--- config.mk ---
export PLATFORM = sky130hd
export DESIGN_NAME = boolean_rule_stack_machine_top
export DESIGN_NICKNAME = d
export VERILOG_FILES = /design/src/brsm_pkg.sv /design/src/brsm_cell.sv /design/src/brsm_ctrl.sv /design/src/brsm_obuf.sv /design/src/boolean_rule_stack_machine_top.sv
export VERILOG_INCLUDE_DIRS = /design/src /design/src/src
export SDC_FILE = /design/constraint.sdc
export NUM_CORES = 1
export LEC_CHECK = 0
export ABC_AREA = 1
export BUFFER_PORTS_ARGS = -buffer_cell sky130_fd_sc_hd__buf_4
export CAP_MARGIN = 10
export CORE_ASPECT_RATIO = 1.5
export CORE_MARGIN = 5
export CORE_UTILIZATION = 50
export CTS_CLUSTER_DIAMETER = 100
export DETAILED_ROUTE_END_ITERATION = 8
export PLACE_DENSITY = 0.64
export SYNTH_ARGS = -nofsm -noshare
export SYNTH_HDL_FRONTEND = slang
export SYNTH_SLANG_ARGS = --single-unit
--- constraint.sdc ---
create_clock -name i_clk -period 8.2 [get_ports i_clk]
set_clock_uncertainty 0.2 [all_clocks]
set_input_delay 1.64 -clock i_clk [delete_from_list [all_inputs] [get_ports i_clk]]
set_output_delay 1.64 -clock i_clk [all_outputs]
set_load 0.005 [all_outputs]
--- src/boolean_rule_stack_machine_top_defines.svh ---
// assertion macros shared by the rule stack machine rtl
// no dependencies; taken in by files that carry concurrent checks
`ifndef BOOLEAN_RULE_STACK_MACHINE_TOP_DEFINES_SVH
`define BOOLEAN_RULE_STACK_MACHINE_TOP_DEFINES_SVH

// same-cycle implication, disabled while reset is low
`define BRSM_ASSERT_NOW(label, clk, rst_n, ante, cons, msg) \
    label: assert property (@(posedge clk) disable iff (!(rst_n)) (ante) |-> (cons)) \
        else $error(msg);

// next-cycle implication, disabled while reset is low
`define BRSM_ASSERT_NEXT(label, clk, rst_n, ante, cons, msg) \
    label: assert property (@(posedge clk) disable iff (!(rst_n)) (ante) |=> (cons)) \
        else $error(msg);

`endif

--- src/brsm_pkg.sv ---
// shared types and codes for the rule stack machine
// no dependencies
package brsm_pkg;

    // instruction modes
    localparam logic [2:0] MODE_PUSH_BOOL = 3'd0;
    localparam logic [2:0] MODE_PUSH_DEST = 3'd1;
    localparam logic [2:0] MODE_AND       = 3'd2;
    localparam logic [2:0] MODE_OR        = 3'd3;
    localparam logic [2:0] MODE_APPLY     = 3'd4;
    localparam logic [2:0] MODE_NOT       = 3'd5;
    localparam logic [2:0] MODE_POP       = 3'd6;
    localparam logic [2:0] MODE_BAIL      = 3'd7;

    // fault codes
    localparam logic [1:0] FAULT_OK    = 2'd0;
    localparam logic [1:0] FAULT_COUNT = 2'd1;
    localparam logic [1:0] FAULT_TYPE  = 2'd2;
    localparam logic [1:0] FAULT_FULL  = 2'd3;

    // per-cell update
    typedef logic [1:0] t_cell_op;
    localparam t_cell_op CELL_HOLD      = 2'd0;
    localparam t_cell_op CELL_TAKE_PREV = 2'd1;
    localparam t_cell_op CELL_TAKE_NEXT = 2'd2;

    typedef struct packed {
        t_cell_op top_op;
        t_cell_op rest_op;
    } t_stack_cmd;

    typedef struct packed {
        logic       fire;
        logic       value;
        logic [1:0] fault;
        logic       ignored;
        logic       bailed;
    } t_res_flags;

endpackage

--- src/brsm_cell.sv ---
// one stack entry of the cell chain
// depends on brsm_pkg
module brsm_cell #(
    parameter int ENTRY_BITS = 9
) (
    input  logic                  i_clk,
    input  brsm_pkg::t_cell_op    i_op,
    input  logic [ENTRY_BITS-1:0] i_prev,
    input  logic [ENTRY_BITS-1:0] i_next,
    output logic [ENTRY_BITS-1:0] o_entry
);

    logic [ENTRY_BITS-1:0] r_entry;
    logic [ENTRY_BITS-1:0] n_entry;

    always_comb begin
        case (i_op)
            brsm_pkg::CELL_TAKE_PREV: n_entry = i_prev;
            brsm_pkg::CELL_TAKE_NEXT: n_entry = i_next;
            default:                  n_entry = r_entry;
        endcase
    end

    always_ff @(posedge i_clk) begin
        r_entry <= n_entry;
    end

    assign o_entry = r_entry;

endmodule

--- src/brsm_ctrl.sv ---
// instruction decode, entry count and skip flag
// depends on brsm_pkg and the assertion macro header
`include "boolean_rule_stack_machine_top_defines.svh"

module brsm_ctrl #(
    parameter int STACK_DEPTH = 16,
    parameter int DEST_BITS   = 8
) (
    input  logic                  i_clk,
    input  logic                  i_rst_n,
    input  logic                  i_accept,
    input  logic [2:0]            i_mode,
    input  logic                  i_bool_value,
    input  logic [DEST_BITS-1:0]  i_dest_index,
    input  logic                  i_last,
    input  logic [DEST_BITS:0]    i_top,
    input  logic [DEST_BITS:0]    i_second,
    output brsm_pkg::t_stack_cmd  o_cmd,
    output logic [DEST_BITS:0]    o_new_entry,
    output brsm_pkg::t_res_flags  o_flags,
    output logic [DEST_BITS-1:0]  o_dest
);

    localparam int CNT_W = $clog2(STACK_DEPTH + 1);

    logic [CNT_W-1:0]      r_count;
    logic [CNT_W-1:0]      n_count;
    logic                  r_skip;
    logic                  n_skip;
    logic [1:0]            w_need;
    brsm_pkg::t_stack_cmd  w_cmd;
    brsm_pkg::t_res_flags  w_flags;
    logic [DEST_BITS:0]    w_new;
    logic [DEST_BITS-1:0]  w_dest;
    logic                  w_top_dest;
    logic                  w_sec_dest;

    // type bit set means destination
    assign w_top_dest = i_top[DEST_BITS];
    assign w_sec_dest = i_second[DEST_BITS];

    always_comb begin
        case (i_mode)
            brsm_pkg::MODE_PUSH_BOOL,
            brsm_pkg::MODE_PUSH_DEST: w_need = 2'd0;
            brsm_pkg::MODE_AND,
            brsm_pkg::MODE_OR,
            brsm_pkg::MODE_APPLY:     w_need = 2'd2;
            default:                  w_need = 2'd1;
        endcase
    end

    always_comb begin
        w_cmd.top_op  = brsm_pkg::CELL_HOLD;
        w_cmd.rest_op = brsm_pkg::CELL_HOLD;
        w_new         = '0;
        w_flags       = '0;
        w_dest        = '0;
        n_count       = r_count;
        n_skip        = r_skip;
        if (r_skip) begin
            w_flags.ignored = 1'b1;
        end else if (r_count < CNT_W'(w_need)) begin
            w_flags.fault = brsm_pkg::FAULT_COUNT;
        end else begin
            case (i_mode)
                brsm_pkg::MODE_PUSH_BOOL,
                brsm_pkg::MODE_PUSH_DEST: begin
                    if (r_count == CNT_W'(STACK_DEPTH)) begin
                        w_flags.fault = brsm_pkg::FAULT_FULL;
                    end else begin
                        w_cmd.top_op  = brsm_pkg::CELL_TAKE_PREV;
                        w_cmd.rest_op = brsm_pkg::CELL_TAKE_PREV;
                        if (i_mode == brsm_pkg::MODE_PUSH_DEST) begin
                            w_new = {1'b1, i_dest_index};
                        end else begin
                            w_new = {{DEST_BITS{1'b0}}, i_bool_value};
                        end
                        n_count = r_count + 1'b1;
                    end
                end
                brsm_pkg::MODE_AND,
                brsm_pkg::MODE_OR: begin
                    if (w_top_dest || w_sec_dest) begin
                        w_flags.fault = brsm_pkg::FAULT_TYPE;
                    end else begin
                        // result lands on top, the rest moves up one
                        w_cmd.top_op  = brsm_pkg::CELL_TAKE_PREV;
                        w_cmd.rest_op = brsm_pkg::CELL_TAKE_NEXT;
                        if (i_mode == brsm_pkg::MODE_AND) begin
                            w_new = {{DEST_BITS{1'b0}}, i_top[0] & i_second[0]};
                        end else begin
                            w_new = {{DEST_BITS{1'b0}}, i_top[0] | i_second[0]};
                        end
                        n_count = r_count - 1'b1;
                    end
                end
                brsm_pkg::MODE_APPLY: begin
                    if (w_sec_dest || !w_top_dest) begin
                        w_flags.fault = brsm_pkg::FAULT_TYPE;
                    end else begin
                        w_flags.fire  = 1'b1;
                        w_flags.value = i_second[0];
                        w_dest        = i_top[DEST_BITS-1:0];
                        w_cmd.top_op  = brsm_pkg::CELL_TAKE_NEXT;
                        w_cmd.rest_op = brsm_pkg::CELL_TAKE_NEXT;
                        n_count       = r_count - 1'b1;
                    end
                end
                brsm_pkg::MODE_NOT: begin
                    if (w_top_dest) begin
                        w_flags.fault = brsm_pkg::FAULT_TYPE;
                    end else begin
                        w_cmd.top_op = brsm_pkg::CELL_TAKE_PREV;
                        w_new        = {{DEST_BITS{1'b0}}, ~i_top[0]};
                    end
                end
                brsm_pkg::MODE_POP: begin
                    w_cmd.top_op  = brsm_pkg::CELL_TAKE_NEXT;
                    w_cmd.rest_op = brsm_pkg::CELL_TAKE_NEXT;
                    n_count       = r_count - 1'b1;
                end
                default: begin
                    // bail
                    if (w_top_dest) begin
                        w_flags.fault = brsm_pkg::FAULT_TYPE;
                    end else begin
                        w_cmd.top_op  = brsm_pkg::CELL_TAKE_NEXT;
                        w_cmd.rest_op = brsm_pkg::CELL_TAKE_NEXT;
                        n_count       = r_count - 1'b1;
                        if (i_top[0]) begin
                            n_skip         = 1'b1;
                            w_flags.bailed = 1'b1;
                        end
                    end
                end
            endcase
        end
        if (w_flags.fault != brsm_pkg::FAULT_OK) begin
            n_skip = 1'b1;
        end
        if (i_last) begin
            n_count = '0;
            n_skip  = 1'b0;
        end
    end

    always_ff @(posedge i_clk) begin
        if (!i_rst_n) begin
            r_count <= '0;
            r_skip  <= 1'b0;
        end else if (i_accept) begin
            r_count <= n_count;
            r_skip  <= n_skip;
        end
    end

    always_comb begin
        o_cmd = w_cmd;
        if (!i_accept) begin
            o_cmd.top_op  = brsm_pkg::CELL_HOLD;
            o_cmd.rest_op = brsm_pkg::CELL_HOLD;
        end
    end

    assign o_new_entry = w_new;
    assign o_flags     = w_flags;
    assign o_dest      = w_dest;

    `BRSM_ASSERT_NEXT(a_last_clears, i_clk, i_rst_n, i_accept && i_last, (r_count == '0) && !r_skip, "end of program did not clear stack state")
    `BRSM_ASSERT_NEXT(a_fault_skips, i_clk, i_rst_n, i_accept && !i_last && (w_flags.fault != brsm_pkg::FAULT_OK), r_skip, "fault did not start skipping")
    `BRSM_ASSERT_NOW(a_count_range, i_clk, i_rst_n, 1'b1, r_count <= CNT_W'(STACK_DEPTH), "entry count beyond stack depth")
    `BRSM_ASSERT_NOW(a_fire_clean, i_clk, i_rst_n, w_flags.fire, (w_flags.fault == brsm_pkg::FAULT_OK) && !r_skip, "apply fired with fault or while skipping")

endmodule

--- src/brsm_obuf.sv ---
// two-word output buffer between the stack and the result stream
// depends on the assertion macro header
`include "boolean_rule_stack_machine_top_defines.svh"

module brsm_obuf #(
    parameter int WIDTH = 16
) (
    input  logic             i_clk,
    input  logic             i_rst_n,
    input  logic             i_push,
    input  logic [WIDTH-1:0] i_word,
    output logic             o_ready,
    output logic             o_valid,
    output logic [WIDTH-1:0] o_word,
    input  logic             i_pop_ready
);

    logic             r_v0;
    logic             r_v1;
    logic [WIDTH-1:0] r_q0;
    logic [WIDTH-1:0] r_q1;
    logic             n_v0;
    logic             n_v1;
    logic [WIDTH-1:0] n_q0;
    logic [WIDTH-1:0] n_q1;
    logic             w_pop;

    assign w_pop = r_v0 && i_pop_ready;

    always_comb begin
        n_v0 = r_v0;
        n_v1 = r_v1;
        n_q0 = r_q0;
        n_q1 = r_q1;
        if (w_pop) begin
            n_v0 = r_v1;
            n_q0 = r_q1;
            n_v1 = 1'b0;
        end
        if (i_push) begin
            if (!n_v0) begin
                n_v0 = 1'b1;
                n_q0 = i_word;
            end else begin
                n_v1 = 1'b1;
                n_q1 = i_word;
            end
        end
    end

    always_ff @(posedge i_clk) begin
        if (!i_rst_n) begin
            r_v0 <= 1'b0;
            r_v1 <= 1'b0;
        end else begin
            r_v0 <= n_v0;
            r_v1 <= n_v1;
        end
        r_q0 <= n_q0;
        r_q1 <= n_q1;
    end

    assign o_ready = !r_v1;
    assign o_valid = r_v0;
    assign o_word  = r_q0;

    `BRSM_ASSERT_NOW(a_no_overrun, i_clk, i_rst_n, r_v1, !i_push, "word pushed into full output buffer")
    `BRSM_ASSERT_NOW(a_order, i_clk, i_rst_n, r_v1, r_v0, "second slot valid with head empty")
    `BRSM_ASSERT_NEXT(a_head_moves, i_clk, i_rst_n, w_pop && r_v1, r_v0 && (r_q0 == $past(r_q1)), "queued word lost on pop")

endmodule

--- src/boolean_rule_stack_machine_top.sv ---
// each result word is registered in the output buffer when its instruction is taken
// throughput: one instruction per cycle while the output buffer has room, set by the shift of the entry cells
// a two-word output buffer lets one more instruction in while a result waits downstream
// reset (i_rst_n low, synchronous) empties the stack, ends skipping and drops buffered words
// stack entry contents are not cleared; only entries below the count are ever read
module boolean_rule_stack_machine_top #(
    parameter int STACK_DEPTH = 16,
    parameter int DEST_BITS   = 8
) (
    input  logic                                    i_clk,
    input  logic                                    i_rst_n,
    // instruction stream
    input  logic                                    i_s_tvalid,
    output logic                                    o_s_tready,
    // mode[2:0], bool_value[3], dest_index[4 +: DEST_BITS], zero pad
    input  logic [((4 + DEST_BITS + 7) / 8) * 8 - 1:0] i_s_tdata,
    // last_item
    input  logic                                    i_s_tlast,
    // result stream
    output logic                                    o_m_tvalid,
    input  logic                                    i_m_tready,
    // apply_fire[0], apply_value[1], apply_dest[2 +: DEST_BITS],
    // fault_code[2 bits], ignored, bailed, zero pad
    output logic [((6 + DEST_BITS + 7) / 8) * 8 - 1:0] o_m_tdata
);

    localparam int ENTRY_BITS = DEST_BITS + 1;
    localparam int OUT_RAW    = 6 + DEST_BITS;
    localparam int OUT_W      = ((OUT_RAW + 7) / 8) * 8;

    logic                    w_accept;
    logic                    w_ready;
    logic [2:0]              w_mode;
    logic                    w_bool_value;
    logic [DEST_BITS-1:0]    w_dest_index;
    brsm_pkg::t_stack_cmd    w_cmd;
    logic [ENTRY_BITS-1:0]   w_new_entry;
    brsm_pkg::t_res_flags    w_flags;
    logic [DEST_BITS-1:0]    w_apply_dest;
    logic [OUT_W-1:0]        w_res_word;
    // entry 0 is the top of stack
    logic [ENTRY_BITS-1:0]   w_entry [STACK_DEPTH];

    // unpack the instruction word
    assign w_mode       = i_s_tdata[2:0];
    assign w_bool_value = i_s_tdata[3];
    assign w_dest_index = i_s_tdata[4 +: DEST_BITS];

    assign w_accept   = i_s_tvalid && w_ready;
    assign o_s_tready = w_ready;

    // decode, count and skip state; looks only at the top two cells
    brsm_ctrl #(
        .STACK_DEPTH (STACK_DEPTH),
        .DEST_BITS   (DEST_BITS)
    ) u_ctrl (
        .i_clk        (i_clk),
        .i_rst_n      (i_rst_n),
        .i_accept     (w_accept),
        .i_mode       (w_mode),
        .i_bool_value (w_bool_value),
        .i_dest_index (w_dest_index),
        .i_last       (i_s_tlast),
        .i_top        (w_entry[0]),
        .i_second     (w_entry[1]),
        .o_cmd        (w_cmd),
        .o_new_entry  (w_new_entry),
        .o_flags      (w_flags),
        .o_dest       (w_apply_dest)
    );

    // chain of entry cells: push shifts down the chain, pop shifts up,
    // the top cell may also load a fresh value while the rest hold or shift
    for (genvar k = 0; k < STACK_DEPTH; k++) begin : g_cell
        logic [ENTRY_BITS-1:0] w_prev;
        logic [ENTRY_BITS-1:0] w_next;
        brsm_pkg::t_cell_op    w_op;

        if (k == 0) begin : g_top
            assign w_prev = w_new_entry;
            assign w_op   = w_cmd.top_op;
        end else begin : g_body
            assign w_prev = w_entry[k-1];
            assign w_op   = w_cmd.rest_op;
        end

        if (k == STACK_DEPTH - 1) begin : g_bottom
            assign w_next = '0;
        end else begin : g_inner
            assign w_next = w_entry[k+1];
        end

        brsm_cell #(
            .ENTRY_BITS (ENTRY_BITS)
        ) u_cell (
            .i_clk   (i_clk),
            .i_op    (w_op),
            .i_prev  (w_prev),
            .i_next  (w_next),
            .o_entry (w_entry[k])
        );
    end

    // pack the result word, highest field first
    assign w_res_word = OUT_W'({w_flags.bailed, w_flags.ignored, w_flags.fault,
                                w_apply_dest, w_flags.value, w_flags.fire});

    brsm_obuf #(
        .WIDTH (OUT_W)
    ) u_obuf (
        .i_clk       (i_clk),
        .i_rst_n     (i_rst_n),
        .i_push      (w_accept),
        .i_word      (w_res_word),
        .o_ready     (w_ready),
        .o_valid     (o_m_tvalid),
        .o_word      (o_m_tdata),
        .i_pop_ready (i_m_tready)
    );

endmodule
# Word-level counts from Yosys, hierarchy flattened
# Index checks and enable logic that the tools add are counted.
[totals]
regBits = 182
inputBits = 21
output_inout_bits = 18
elab_cells = 136
[op_classes]
eq_ne = 18
n_lt_le_gt_ge = 1
bitwise_logic = 3
muxes = 74
add_sub_neg = 2
n_reduce_logical = 16
[op_table]
columns = ["cell", "n"]
rows = [
  ["$pmux W9 S2", 16],
  ["$mux W16", 3],
  ["$mux W9", 4],
  ["$mux W5", 7],
  ["$mux W8", 4],
  ["$pmux W9 S3", 1],
  ["$pmux W5 S5", 1],
  ["$mux W4", 6],
  ["$pmux W2 S5", 2],
  ["$mux W1", 18],
  ["$mux W2", 8],
  ["$eq A3 B3 Y1 const B", 3],
  ["$ne A3 B3 Y1 const B", 3],
  ["$pmux W2 S4", 1],
  ["$reduce_and A8 Y1", 1],
  ["$reduce_or A7 Y1", 1],
  ["$eq A3 B2 Y1 const B", 2],
  ["$mux W3", 2],
  ["$ne A2 B2 Y1 const B", 3],
  ["$ne A6 B6 Y1 const B", 1],
  ["$reduce_bool A2 Y1", 3],
  ["$add A5 B1 Y5 const B", 1],
  ["$eq A5 B5 Y1 const B", 1],
  ["$lt A5 B2 Y1", 1],
  ["15 further kinds", 21],
]

# Logic depth before layout (Yosys ltp)
# Gate-level depths: netlist (run 1).
[logic_depth]
word_depth = 9
depth_mapped = 17
mapped_depth_nobuf = 17

# Hierarchy
# From an unflattened synthesis (run 1), not the netlist that was laid out.
[hier_totals]
cells_unflattened = 995
area_unflattened_um2 = 8968.6
[modules_own_cells]
columns = ["module", "n_inst", "cells_per_inst", "seq_area_each_um2", "area_per_inst_um2"]
rows = [
  ["brsm_cell", 16, 41, 270.3, 406.6],
  ["brsm_obuf", 1, 151, 840.8, 1402.6],
  ["brsm_ctrl", 1, 185, 120.1, 1048.5],
  ["boolean_rule_stack_machine_top", 1, 3, 0.0, 11.3],
]

# Worst setup path before layout (run 1)
# No wires, ideal clock.
[synth_path]
path_kind = "input to register"
from = "input port i_s_tdata[2]"
to = "register g_cell[10].u_cell.r_entry[0], enable pin"
setup_ps = 488
arrival_ps = 5775
path_buffers = 1
stages = 13
t_required_ps = 7512
setup_slack_ps = 1737
path_cell_list = "buf_4 -> nor2_1 -> a21oi_1 -> ha_1 -> nor2_1 -> and2_2 -> nand2_4 -> nand2_1 -> nor2_1 -> o21ai_0 -> a21oi_1 -> ha_1 -> inv_1"
[synth_between]
elab_chain_cells = 9
word_cells_on_any_way = 19
classes_between = "order compare: 1; eq/ne: 8; mux: 5; reduce/logical: 5"
[synth_lines]
columns = ["item", "line_no", "text"]
rows = [
  ["from (decl)", "boolean_rule_stack_machine_top.sv:16", "input logic [((4 + DEST_BITS + 7) / 8) * 8 - 1:0] i_s_tdata,"],
  ["$eq A3 B2 Y1 (tied with other cells)", "brsm_ctrl.sv:43, brsm_ctrl.sv:66", ""],
  ["$reduce_or A3 Y1 / $reduce_or A2 Y1 (equally long branches)", "n/a", ""],
  ["$pmux W2 S2", "brsm_ctrl.sv:43", "case (i_mode)"],
  ["$lt A5 B2 Y1", "brsm_ctrl.sv:63", "end else if (r_count < CNT_W'(w_need)) begin"],
  ["$mux W4 *", "brsm_ctrl.sv:63", ""],
  ["$mux W4 *", "brsm_ctrl.sv:61", "if (r_skip) begin"],
  ["$mux W4 *", "brsm_ctrl.sv:160", "if (!i_accept) begin"],
  ["$eq A2 B1 Y1 / $eq A2 B2 Y1 (equally long branches)", "brsm_cell.sv:17", "case (i_op)"],
  ["$reduce_bool A2 Y1 (no line) *", "n/a", ""],
  ["to (signal assigned)", "brsm_cell.sv:25", "r_entry <= n_entry;"],
  ["to (decl)", "brsm_cell.sv:13", "logic [ENTRY_BITS-1:0] r_entry;"],
]
# Every way passes the cells marked *; elsewhere a longest branch is shown, timed or not.
# A chain may end at the register's enable or synchronous reset.

# Worst setup path in the final report (run 1)
[layout_path]
from = "input port i_s_tdata[1]"
to = "register g_cell[1].u_cell.r_entry[1], enable pin"
[layout_between]
elab_chain_cells = 9
word_cells_on_any_way = 19
classes_between = "order compare: 1; eq/ne: 8; mux: 5; reduce/logical: 5"
[layout_lines]
columns = ["item", "line_no"]
rows = [
  ["$eq A3 B2 Y1 (tied with other cells)", "brsm_ctrl.sv:43, brsm_ctrl.sv:66"],
  ["$reduce_or A3 Y1 / $reduce_or A2 Y1 (equally long branches)", "n/a"],
  ["$pmux W2 S2", "brsm_ctrl.sv:43"],
  ["$lt A5 B2 Y1", "brsm_ctrl.sv:63"],
  ["$mux W4 *", "brsm_ctrl.sv:63"],
  ["$mux W4 *", "brsm_ctrl.sv:61"],
  ["$mux W4 *", "brsm_ctrl.sv:160"],
  ["$eq A2 B1 Y1 / $eq A2 B2 Y1 (equally long branches)", "brsm_cell.sv:17"],
  ["$reduce_bool A2 Y1 (no line) *", "n/a"],
  ["to (signal assigned)", "brsm_cell.sv:25"],
  ["to (decl)", "brsm_cell.sv:13"],
]
# Marked as above.

==> results.json, run 1 <==
{
  "diodes": 0,
  "synth_fp_nets": 800,
  "max_slew.worst_pin.slew_ps": 1160,
  "vdd_drop_max_v": 0.000130,
  "final_cell_mix": "edfxtp_1, nand2_1, nor2_1, inv_1, o21ai_0",
  "clockRootBuffer": "clkbuf_16",
  "yosys_warnings": 0,
  "switchingPower_w": 0.000556,
  "worstHoldStart": "u_obuf.o_word[15]",
  "clkPwrFrac_pct": 35.0,
  "route.detailed.drc": 0,
  "hold_path_class": "flop to flop",
  "path_class": "input pin to flop",
  "maxSlewHeadroom_pct": 22.9,
  "finalHoldViolCount": 0,
  "hold_buffers": 0,
  "viasPerCell": 5.16,
  "avgSynthCellArea_um2": 10.3,
  "r2r_start": "u_ctrl.r_count[1]",
  "tritoncts": "built",
  "areaGrowthSynthToFinish_pct": 12.2,
  "grt_pass1_wl_mm": 22.9,
  "fp.dieW_um": 113,
  "cts_num_sinks": 182,
  "crit_path_frequent_cell": "nor2_1",
  "antenna_found_initial": 0,
  "dieHeight_um": 165,
  "clkTransAtPathRegs_ps": 60,
  "dieArea_um2": 18600,
  "routed_wl_mm": 13.8,
  "rsz0062_at_grt": "false",
  "slowest_stage": "buf_4",
  "clk_latency_ps": 420,
  "ys_seq_elements": 182,
  "grt_max_degree": 134,
  "io-pin-count": 39,
  "synth_top_area_share_pct": 59.5,
  "placementRows": 56,
  "critPathRequiredTime_ps": 8050,
  "critPathMaxFanout": 77,
  "nets": 823,
  "power_per_cell_area_nw_per_um2": 247,
  "synth_top_area_cell": "edfxtp_1",
  "final_common_cell": "edfxtp_1",
  "post_route_cells_drive_above_1_share_pct": 11.9,
  "worstSetupEndpointType": "flop",
  "cts-buffers-inserted": 17,
  "overflow": 0,
  "synth_area_leaders": "edfxtp_1, nand2_1, dfxtp_1",
  "power_leakage_nw": 3.51,
  "initial_utilization_pct": 50.8,
  "coreArea_um2": 15700,
  "worstSetupStartpointType": "input pin",
  "h-tree-depth": 4,
  "pwr-share-comb_pct": 12.2,
  "finalSetupTns_ps": 0,
  "cp.arrival_ps": 5030,
  "synth.distinct_cells": 37,
  "cpPeakStageDelay_ps": 720,
  "track_usage_pct": 15.1,
  "cts_setup_buffers": 0,
  "io_buffers": 34,
  "finalSetupViolCount": 0,
  "wl_per_cell_um": 13.7,
  "dr.pass1.iters": 5,
  "startpoint": "i_s_tdata[1]",
  "min_period_ps": 5180,
  "num_vias": 5210,
  "initialDrtViolationCount": 562,
  "drtAntennaViolNets": 0,
  "clock_path_buffers": 2,
  "seq_power_share_pct": 52.7,
  "power.total_w": 0.00221,
  "ys_seq_area_share_pct": 65.5,
  "place_hpwl_mm": 9.09,
  "p_int_w": 0.00166,
  "syn_inst": 771,
  "post_cts_resized": 0,
  "gp_congestion": 0.838,
  "power_switching_share_pct": 25.1,
  "period_share_pct": 63.2,
  "crit_chain": "buf_4, inv_2, nor2_1, a21oi_1, ha_1, nor2_1, and2_2, nand2_4, nand2_1, nor2_1, o21ai_0, a21oi_1, ha_1, inv_4, buf_4",
  "cap_violations": 0,
  "status": "complete, no violations",
  "final-max-slew-violation-count": 0,
  "fmax_mhz": 193,
  "synthesis.area_um2": 7980,
  "first_global_vias": 4884
}
[routing by layer]
metal  up-vias  routed length, um  GRT usage, %
li1       2625                  -             -
met1      2437               6130          19.2
met2       122               6880          25.4
met3        26                540          3.48
met4         0                245          5.25
met5         -                  0             0
[logic make-up (layout without fill, tap and decap cells)]
group,after synthesis,after routing,synth area share (%)
adder cells (fa/ha/maj),8,8,1.35
AO/OA/AOI/OAI,161,161,10.8
flip-flops,182,182,65.5
buffers and inverters,137,173,6.74
AND/OR/NAND/NOR,272,272,14.1
multiplexers,9,9,1.27
XOR/XNOR,2,2,0.220
[Yosys cell counts, drive strengths merged]
cell and number:
a221oi 1, nand3 21, ha 7, o22ai 7
o221ai 1, nor3 1, and2 1, or2 3
inv 104, a21boi 1, mux2 9, xnor2 2
nand4 2, o21ai 74, o211ai 1, fa 1
dfxtp 24, a31oi 2, a21oi 62, o21a 9
a211oi 1, nor2 109, clkbuf 11, nand2 135
buf 22, o31ai 2, edfxtp 158
[layout make-up]
| cell class | instances | area [um2] |
|---|---|---|
| repair buffers | 37 | 290 |
| well taps | 203 | 254 |
| flip-flops and latches | 182 | 5230 |
| fillers | 1357 | 6740 |
| clock inverters | 11 | 114 |
| inverters | 104 | 393 |
| clock buffers | 21 | 450 |
| multi-input cells | 452 | 2230 |
[registers in the layout (all words and copies together), names as in the netlist]
signal                 flops
u_ctrl.r_count             5
u_obuf.r_q1               14
u_obuf.r_v1                1
u_obuf.o_word             16
u_obuf.o_valid             1
u_ctrl.r_skip              1
g_cell.u_cell.o_entry    144
[power groups by stage]
| stage | Sequential [W] | Clock (W) | Combinational (W) |
|---|---|---|---|
| final | 0.00117 | 0.000776 | 0.000271 |
| after global routing | 0.00117 | 0.000835 | 0.000309 |
| after CTS | 0.00117 | 0.000798 | 0.000274 |
| after detailed placement | 0.00119 | 0 | 0.000272 |
| after global placement | 0.00118 | 0 | 0.000256 |
| after floorplan | 0.00118 | 0 | 0.000196 |
[critical path, delay by kind of cell]
kind	cells	cell delay [ps]
buf+inv	4	1610
simple gates	6	650
compound gates	3	570
fa+ha+maj	2	480
[metrics by stage]
| stage | utilization (%) | hold slack [ps] | cell area, um2 | cells | worst slack (ps) |
|---|---|---|---|---|---|
| floorplan | - | 241 | 7980 | 771 | 1740 |
| global placement | 53.5 | 231 | 8390 | 978 | 2710 |
| detailed placement | 53.5 | 235 | 8390 | 978 | 2560 |
| CTS | 57.0 | 245 | 8950 | 1010 | 3010 |
| global route | 57.0 | 282 | 8950 | 1010 | 2660 |
| finish | 57.0 | 248 | 8950 | 1010 | 3020 |
[final timing paths]
path	end	depth (start not counted)	slack, ps
setup / recovery	g_cell[1].u_cell.o_entry[1]	15	3020
hold / removal	u_obuf.o_word[15]	2	250
setup reg to reg	g_cell[1].u_cell.o_entry[1]	11	4220
hold reg to reg	u_obuf.o_word[15]	2	250
Note: power is estimated with default switching activity, not from simulation.
==> run 2, diff against run 1 <==
- PLACE_DENSITY: 0.64 -> 0.67
- clock period: 8.2 -> 4.5 ns (I/O delays scaled with it)
==> run 2 against run 1 <==
  * Sequential power rose by 82%
  * Die area unchanged
  * Clock power rose by 78%
  * Flip-flop and latch count is the same
  * Setup slack got worse by 1900 ps
  * Critical path type unchanged
  * Largest power group unchanged
==> results.json, run 2 (same netlist as run 1, synthesis figures left out) <==
{
  "p_int_w": 0.00297,
  "met2_usage_pct": 28.0,
  "finalHoldViolCount": 0,
  "slowest_stage": "ha_4",
  "cts_num_sinks": 182,
  "dr.pass1.iters": 5,
  "crit_chain": "buf_4, inv_2, nor2_4, a21oi_4, ha_4, nor2_1, and2_4, nand2_4, nand2_4, nor2_4, o21ai_2, a21oi_2, ha_4, buf_4, o21ai_0",
  "areaGrowthSynthToFinish_pct": 13.9,
  "seq_power_share_pct": 52.7,
  "r2r_start": "u_ctrl.r_count[1]",
  "path_class": "input pin to flop",
  "vdd_drop_max_v": 0.000322,
  "placementRows": 56,
  "rsz0062_at_grt": "false",
  "tritoncts": "built",
  "power.total_w": 0.00403,
  "final-max-slew-violation-count": 0,
  "cts_setup_buffers": 0,
  "pwr-share-comb_pct": 13.0,
  "worstSetupEndpointType": "flop",
  "clk_latency_ps": 420,
  "maxSlewHeadroom_pct": 54.3,
  "wl_per_cell_um": 14.1,
  "worstSetupStartpointType": "input pin",
  "fill_cells": 1337,
  "cts-buffers-inserted": 17,
  "cpPeakStageDelay_ps": 570,
  "clkPwrFrac_pct": 34.3,
  "nets": 831,
  "place_hpwl_mm": 9.93,
  "worst_path_dominant_cell_family": "adder cells",
  "drtAntennaViolNets": 0,
  "worstHoldStart": "u_obuf.o_word[14]",
  "first_global_vias": 5122,
  "viasPerCell": 5.16,
  "critPathBufInv": 3,
  "initialDrtViolationCount": 276,
  "coreArea_um2": 15700,
  "placed_area_um2": 8530,
  "diodes": 0,
  "clockRootBuffer": "clkbuf_16",
  "power_per_cell_area_nw_per_um2": 444,
  "finalSetupViolCount": 0,
  "dieHeight_um": 165,
  "critPathRequiredTime_ps": 4470,
  "final_cell_mix": "edfxtp_1, nand2_1, nor2_1, inv_1, o21ai_0",
  "overflow": 0,
  "switchingPower_w": 0.00106,
  "hold_buffers": 0,
  "hold_path_class": "flop to flop",
  "power_leakage_nw": 3.56,
  "period_share_pct": 76.2,
  "clkTransAtPathRegs_ps": 70,
  "dieArea_um2": 18600,
  "power_switching_share_pct": 26.3,
  "io_buffers": 34,
  "startpoint": "i_s_tdata[1]",
  "track_usage_pct": 16.0,
  "largest_reg_flops": 144,
  "cp.arrival_ps": 3390,
  "critPathMaxFanout": 61,
  "grt_max_degree": 74,
  "post_route_cells_drive_above_1_share_pct": 14.0,
  "cp.depth": 15,
  "min_period_ps": 3430,
  "rr_worst_depth": 11,
  "max_slew.worst_pin.slew_ps": 684,
  "antenna_found_initial": 0,
  "clock_path_buffers": 2,
  "status": "complete, no violations",
  "gp_congestion": 0.851,
  "post_cts_resized": 0,
  "num_vias": 5257,
  "grt_pass1_wl_mm": 23.9,
  "cap_violations": 0,
  "fp.dieW_um": 113,
  "whs_path_depth": 2,
  "final_common_cell": "edfxtp_1",
  "final_area_um2": 9090,
  "busiest_layer": "met2",
  "grt_util_met1_pct": 19.1,
  "use_met3_pct": 3.56,
  "io-pin-count": 39,
  "initial_utilization_pct": 50.8,
  "h-tree-depth": 4,
  "route.detailed.drc": 0,
  "fmax_mhz": 292,
  "routed_wl_mm": 14.4
}
==> run 2: tightest hold or removal path, stage by stage, from the launching register on <==
cell	delay [ps]
dfxtp_1	310
nand2_1	60
nor2_1	40
==> run 2: per-stage QoR <==
step                cells  hold WS, ps  utilization (%)  worst slack (ps)  TNS [ps]
finish               1018          246             57.9              1070         0
global route         1018          264             57.9               867         0
floorplan             771          241                -              -216    -29170
CTS                  1017          246             57.8              1080         0
detailed placement    985          234             54.4               604         0
global placement      985          236             54.4               687         0
==> run 2: worst paths after layout <==
check / endpoint / slack (ps)
worst max-delay path: g_cell[14].u_cell.o_entry[0] / 1070
worst min-delay path: u_obuf.o_word[14] / 250
worst max register to register: g_cell[14].u_cell.o_entry[0] / 1480
worst min register to register: u_obuf.o_word[14] / 250
==> run 2: power by group through the flow <==
stage                     Clock [W]  Sequential, W  Combinational (W)
after floorplan                   0        0.00215           0.000373
after global placement            0        0.00216           0.000497
after detailed placement          0        0.00216           0.000528
after CTS                   0.00142        0.00213           0.000530
after global routing        0.00149        0.00214           0.000593
final                       0.00138        0.00213           0.000524
==> run 2: cell type report <==
type                    count  area [um2]  share of cell area (%)
well taps                 203         254                    2.79
multi-input cells         452        2300                    25.3
repair buffers             45         367                    4.03
flip-flops and latches    182        5230                    57.5
inverters                 104         394                    4.34
clock inverters            14         118                    1.29
clock buffers              18         429                    4.72
==> run 2: metal layers <==
| layer | wire length (um) | vias to the layer above |
|---|---|---|
| li1 | - | 2661 |
| met1 | 6110 | 2484 |
| met2 | 7530 | 87 |
| met3 | 395 | 25 |
| met4 | 327 | 0 |
| met5 | 0 | - |
==> run 3, diff against run 2 <==
- ABC_AREA: 1 -> 0
- clock period: 4.5 -> 3.1 ns (I/O delays scaled with it)
==> run 3 against run 2 <==
  * The run now ends with setup timing left
  * Setup slack worse by 1100 ps
  * Register-to-register slack worse by 1100 ps
  * Clock power increased by 57%
  * Highest routed layer unchanged
  * Critical path depth is 3 lower
  * Global-route usage down 0.36 points
  * Sequential power rose by 40%
  * Final cell count is 20% lower
  * First-iteration DRC count increased by 8.7%
==> results.json, run 3 <==
{
  "status": "finished with violations",
  "violations": "setup timing",
  "hold_path_class": "input pin to flop",
  "synth_top_area_share_pct": 59.5,
  "max_slew.worst_pin.slew_ps": 563,
  "yosys_warnings": 0,
  "cts_num_sinks": 182,
  "power_switching_share_pct": 25.3,
  "drtAntennaViolNets": 0,
  "ys_seq_elements": 182,
  "synth_top_area_cell": "edfxtp_1",
  "syn_inst": 518,
  "r2r_start": "u_ctrl.r_count[1]",
  "track_usage_pct": 15.7,
  "synthArstFlopShare_pct": 0,
  "ys_seq_area_share_pct": 65.6,
  "final_common_cell": "edfxtp_1",
  "clkPwrFrac_pct": 36.6,
  "seq_power_share_pct": 50.3,
  "diodes": 0,
  "timing.hold.ws_ps": 284,
  "pwr-share-comb_pct": 13.2,
  "nets": 631,
  "fmax_mhz": 321,
  "synth_area_leaders": "edfxtp_1, mux2_2, dfxtp_1",
  "instances_no_fill": 818,
  "min_period_ps": 3120,
  "path_class": "input pin to flop",
  "tritoncts": "built",
  "synthesis.area_um2": 7970,
  "areaGrowthSynthToFinish_pct": 23.7,
  "avgSynthCellArea_um2": 15.4,
  "initialDrtViolationCount": 300,
  "synth_fp_nets": 547,
  "worstSetupEndpointType": "flop",
  "num_vias": 4472,
  "overflow": 0,
  "viasPerCell": 5.47,
  "whs_path_depth": 2,
  "dr.pass1.iters": 4,
  "clockRootBuffer": "clkbuf_16",
  "multiInputGateArea_um2": 2670,
  "cts-buffers-inserted": 17,
  "gp_congestion": 0.753,
  "rr_worst_depth": 9,
  "first_global_vias": 4616,
  "setup_slack_ps": -15.8,
  "post_route_cells_drive_above_1_share_pct": 43.1,
  "wl_per_cell_um": 17.6,
  "routed_wl_mm": 14.4,
  "cp.arrival_ps": 3090,
  "power_leakage_nw": 3.55,
  "worstHoldStart": "i_s_tdata[10]",
  "place_inst": 770,
  "initial_utilization_pct": 51.0,
  "holdPathEnd": "g_cell[0].u_cell.o_entry[6]",
  "final_cell_mix": "edfxtp_1, mux2_2, buf_4, dfxtp_1, a21oi_1",
  "io_buffers": 34,
  "clock_path_buffers": 2,
  "place_hpwl_mm": 9.30,
  "finalSetupViolCount": 39,
  "placementRows": 56,
  "power_per_cell_area_nw_per_um2": 603,
  "cap_violations": 0,
  "synth.distinct_cells": 51,
  "clk_latency_ps": 420,
  "timing.rr.end": "g_cell[9].u_cell.o_entry[4]",
  "critPathRequiredTime_ps": 3080,
  "yosysMostFrequentCell": "edfxtp_1",
  "fp.dieW_um": 113,
  "route.detailed.drc": 0,
  "vdd_drop_max_v": 0.000410,
  "grt_pass1_wl_mm": 23.2,
  "worstSetupStartpointType": "input pin",
  "rrSetupSlack_ps": 350,
  "hold_buffers": 0,
  "h-tree-depth": 4,
  "critPathMaxFanout": 14,
  "seq_area_um2": 5230,
  "largest_reg_flops": 144,
  "antenna_found_initial": 0,
  "finalHoldViolCount": 0,
  "synth_ff_type": "edfxtp_1",
  "switchingPower_w": 0.00151,
  "io-pin-count": 39,
  "coreArea_um2": 15600,
  "period_share_pct": 101,
  "maxSlewHeadroom_pct": 62.1,
  "dieArea_um2": 18600,
  "rsz0062_at_grt": "true",
  "synth_common_cells": "edfxtp_1, mux2_2, dfxtp_1, a21oi_1, clkbuf_1",
  "synth-edff-count": 158,
  "grt_max_degree": 31,
  "p_int_w": 0.00444,
  "dieHeight_um": 165,
  "final-max-slew-violation-count": 0,
  "fill_cells": 1122,
  "clkTransAtPathRegs_ps": 80
}
## run 3: changes by cell type in the layout (fill, tap and decap cells not counted), moves of 13 or more
cell     change
a21oi_1     -38
buf_4       +15
inv_1       -88
mux2_2     +115
mux2i_1     +13
nand2_1    -117
nor2_1      -82
o21ai_0     -64
## run 3: worst max path at each step
stage | to | from | slack, ps
after detailed placement | g_cell[10].u_cell.o_entry[8] | i_s_tdata[0] | -590
final | g_cell[9].u_cell.o_entry[4] | i_s_tdata[0] | -20
after floorplan | g_cell[10].u_cell.o_entry[0] | i_s_tdata[0] | -2010
after CTS | g_cell[4].u_cell.o_entry[2] | i_s_tdata[0] | -30
after global routing | g_cell[9].u_cell.o_entry[4] | i_s_tdata[0] | -70
after global placement | g_cell[5].u_cell.o_entry[8] | i_s_tdata[0] | -560
## run 3: cell families (layout without fill, tap and decap cells)
kind of cell	count (synthesis)	count (layout)	share of synthesized area, %
XOR/XNOR	3	3	0.330
AND/OR/NAND/NOR	85	85	5.84
buffers and inverters	40	137	2.06
multiplexers	139	139	19.4
flip-flops	182	182	65.6
AO/OA/AOI/OAI	60	60	5.31
adder cells (fa/ha/maj)	9	9	1.48
## run 3: worst max-delay path: stages
cell	delay, ps
buf_6	90
or2_4	240
mux2_4	270
ha_4	260
inv_2	30
a31o_4	210
a211oi_4	230
a21boi_4	250
ha_4	190
buf_12	170
buf_16	160
mux2_2	340
## run 3: layout make-up
type / count / area share [%]
sequential: 182 / 53.0
multi-input combinational: 296 / 27.1
timing repair buffer: 91 / 10.4
clock buffer: 17 / 4.32
tap: 203 / 2.58
clock inverter: 15 / 1.98
inverter: 14 / 0.597
## run 3: per-layer routing
metal	global-route usage [%]	vias to the layer above	routed length [um]
met5	0	-	0
met4	5.36	0	160
met3	3.70	8	426
met1	18.4	2259	6070
met2	28.1	56	7770
li1	-	2149	-
## run 3: metrics by stage
stage,util [%],setup WS [ps],setup TNS (ps),cell area (um2),total power (W)
after floorplan,-,-2010,-348850,8150,0.00347
after global placement,56.3,-562,-129630,8800,0.00367
after detailed placement,56.3,-590,-135370,8800,0.00371
after CTS,61.5,-25.7,-327,9610,0.00593
after global routing,63.1,-71.9,-6890,9860,0.00620
final,63.1,-15.8,-225,9860,0.00594
## run 3: power groups by stage
stage / logic [W] / registers (W) / clock network, W
after CTS: 0.000715 / 0.00299 / 0.00223
after floorplan: 0.000454 / 0.00302 / 0
after detailed placement: 0.000665 / 0.00304 / 0
after global placement: 0.000637 / 0.00303 / 0
final: 0.000783 / 0.00299 / 0.00217
after global routing: 0.000841 / 0.00301 / 0.00235
## run 3: what timing repair did
item / 4_1_cts / 5_1_grt
pin swaps: 2 / 8
buffers inserted: 7 / 2
endpoints found under the setup margin: 226 / 263
gates cloned: 2 / 6
gates resized for setup: 19 / 28
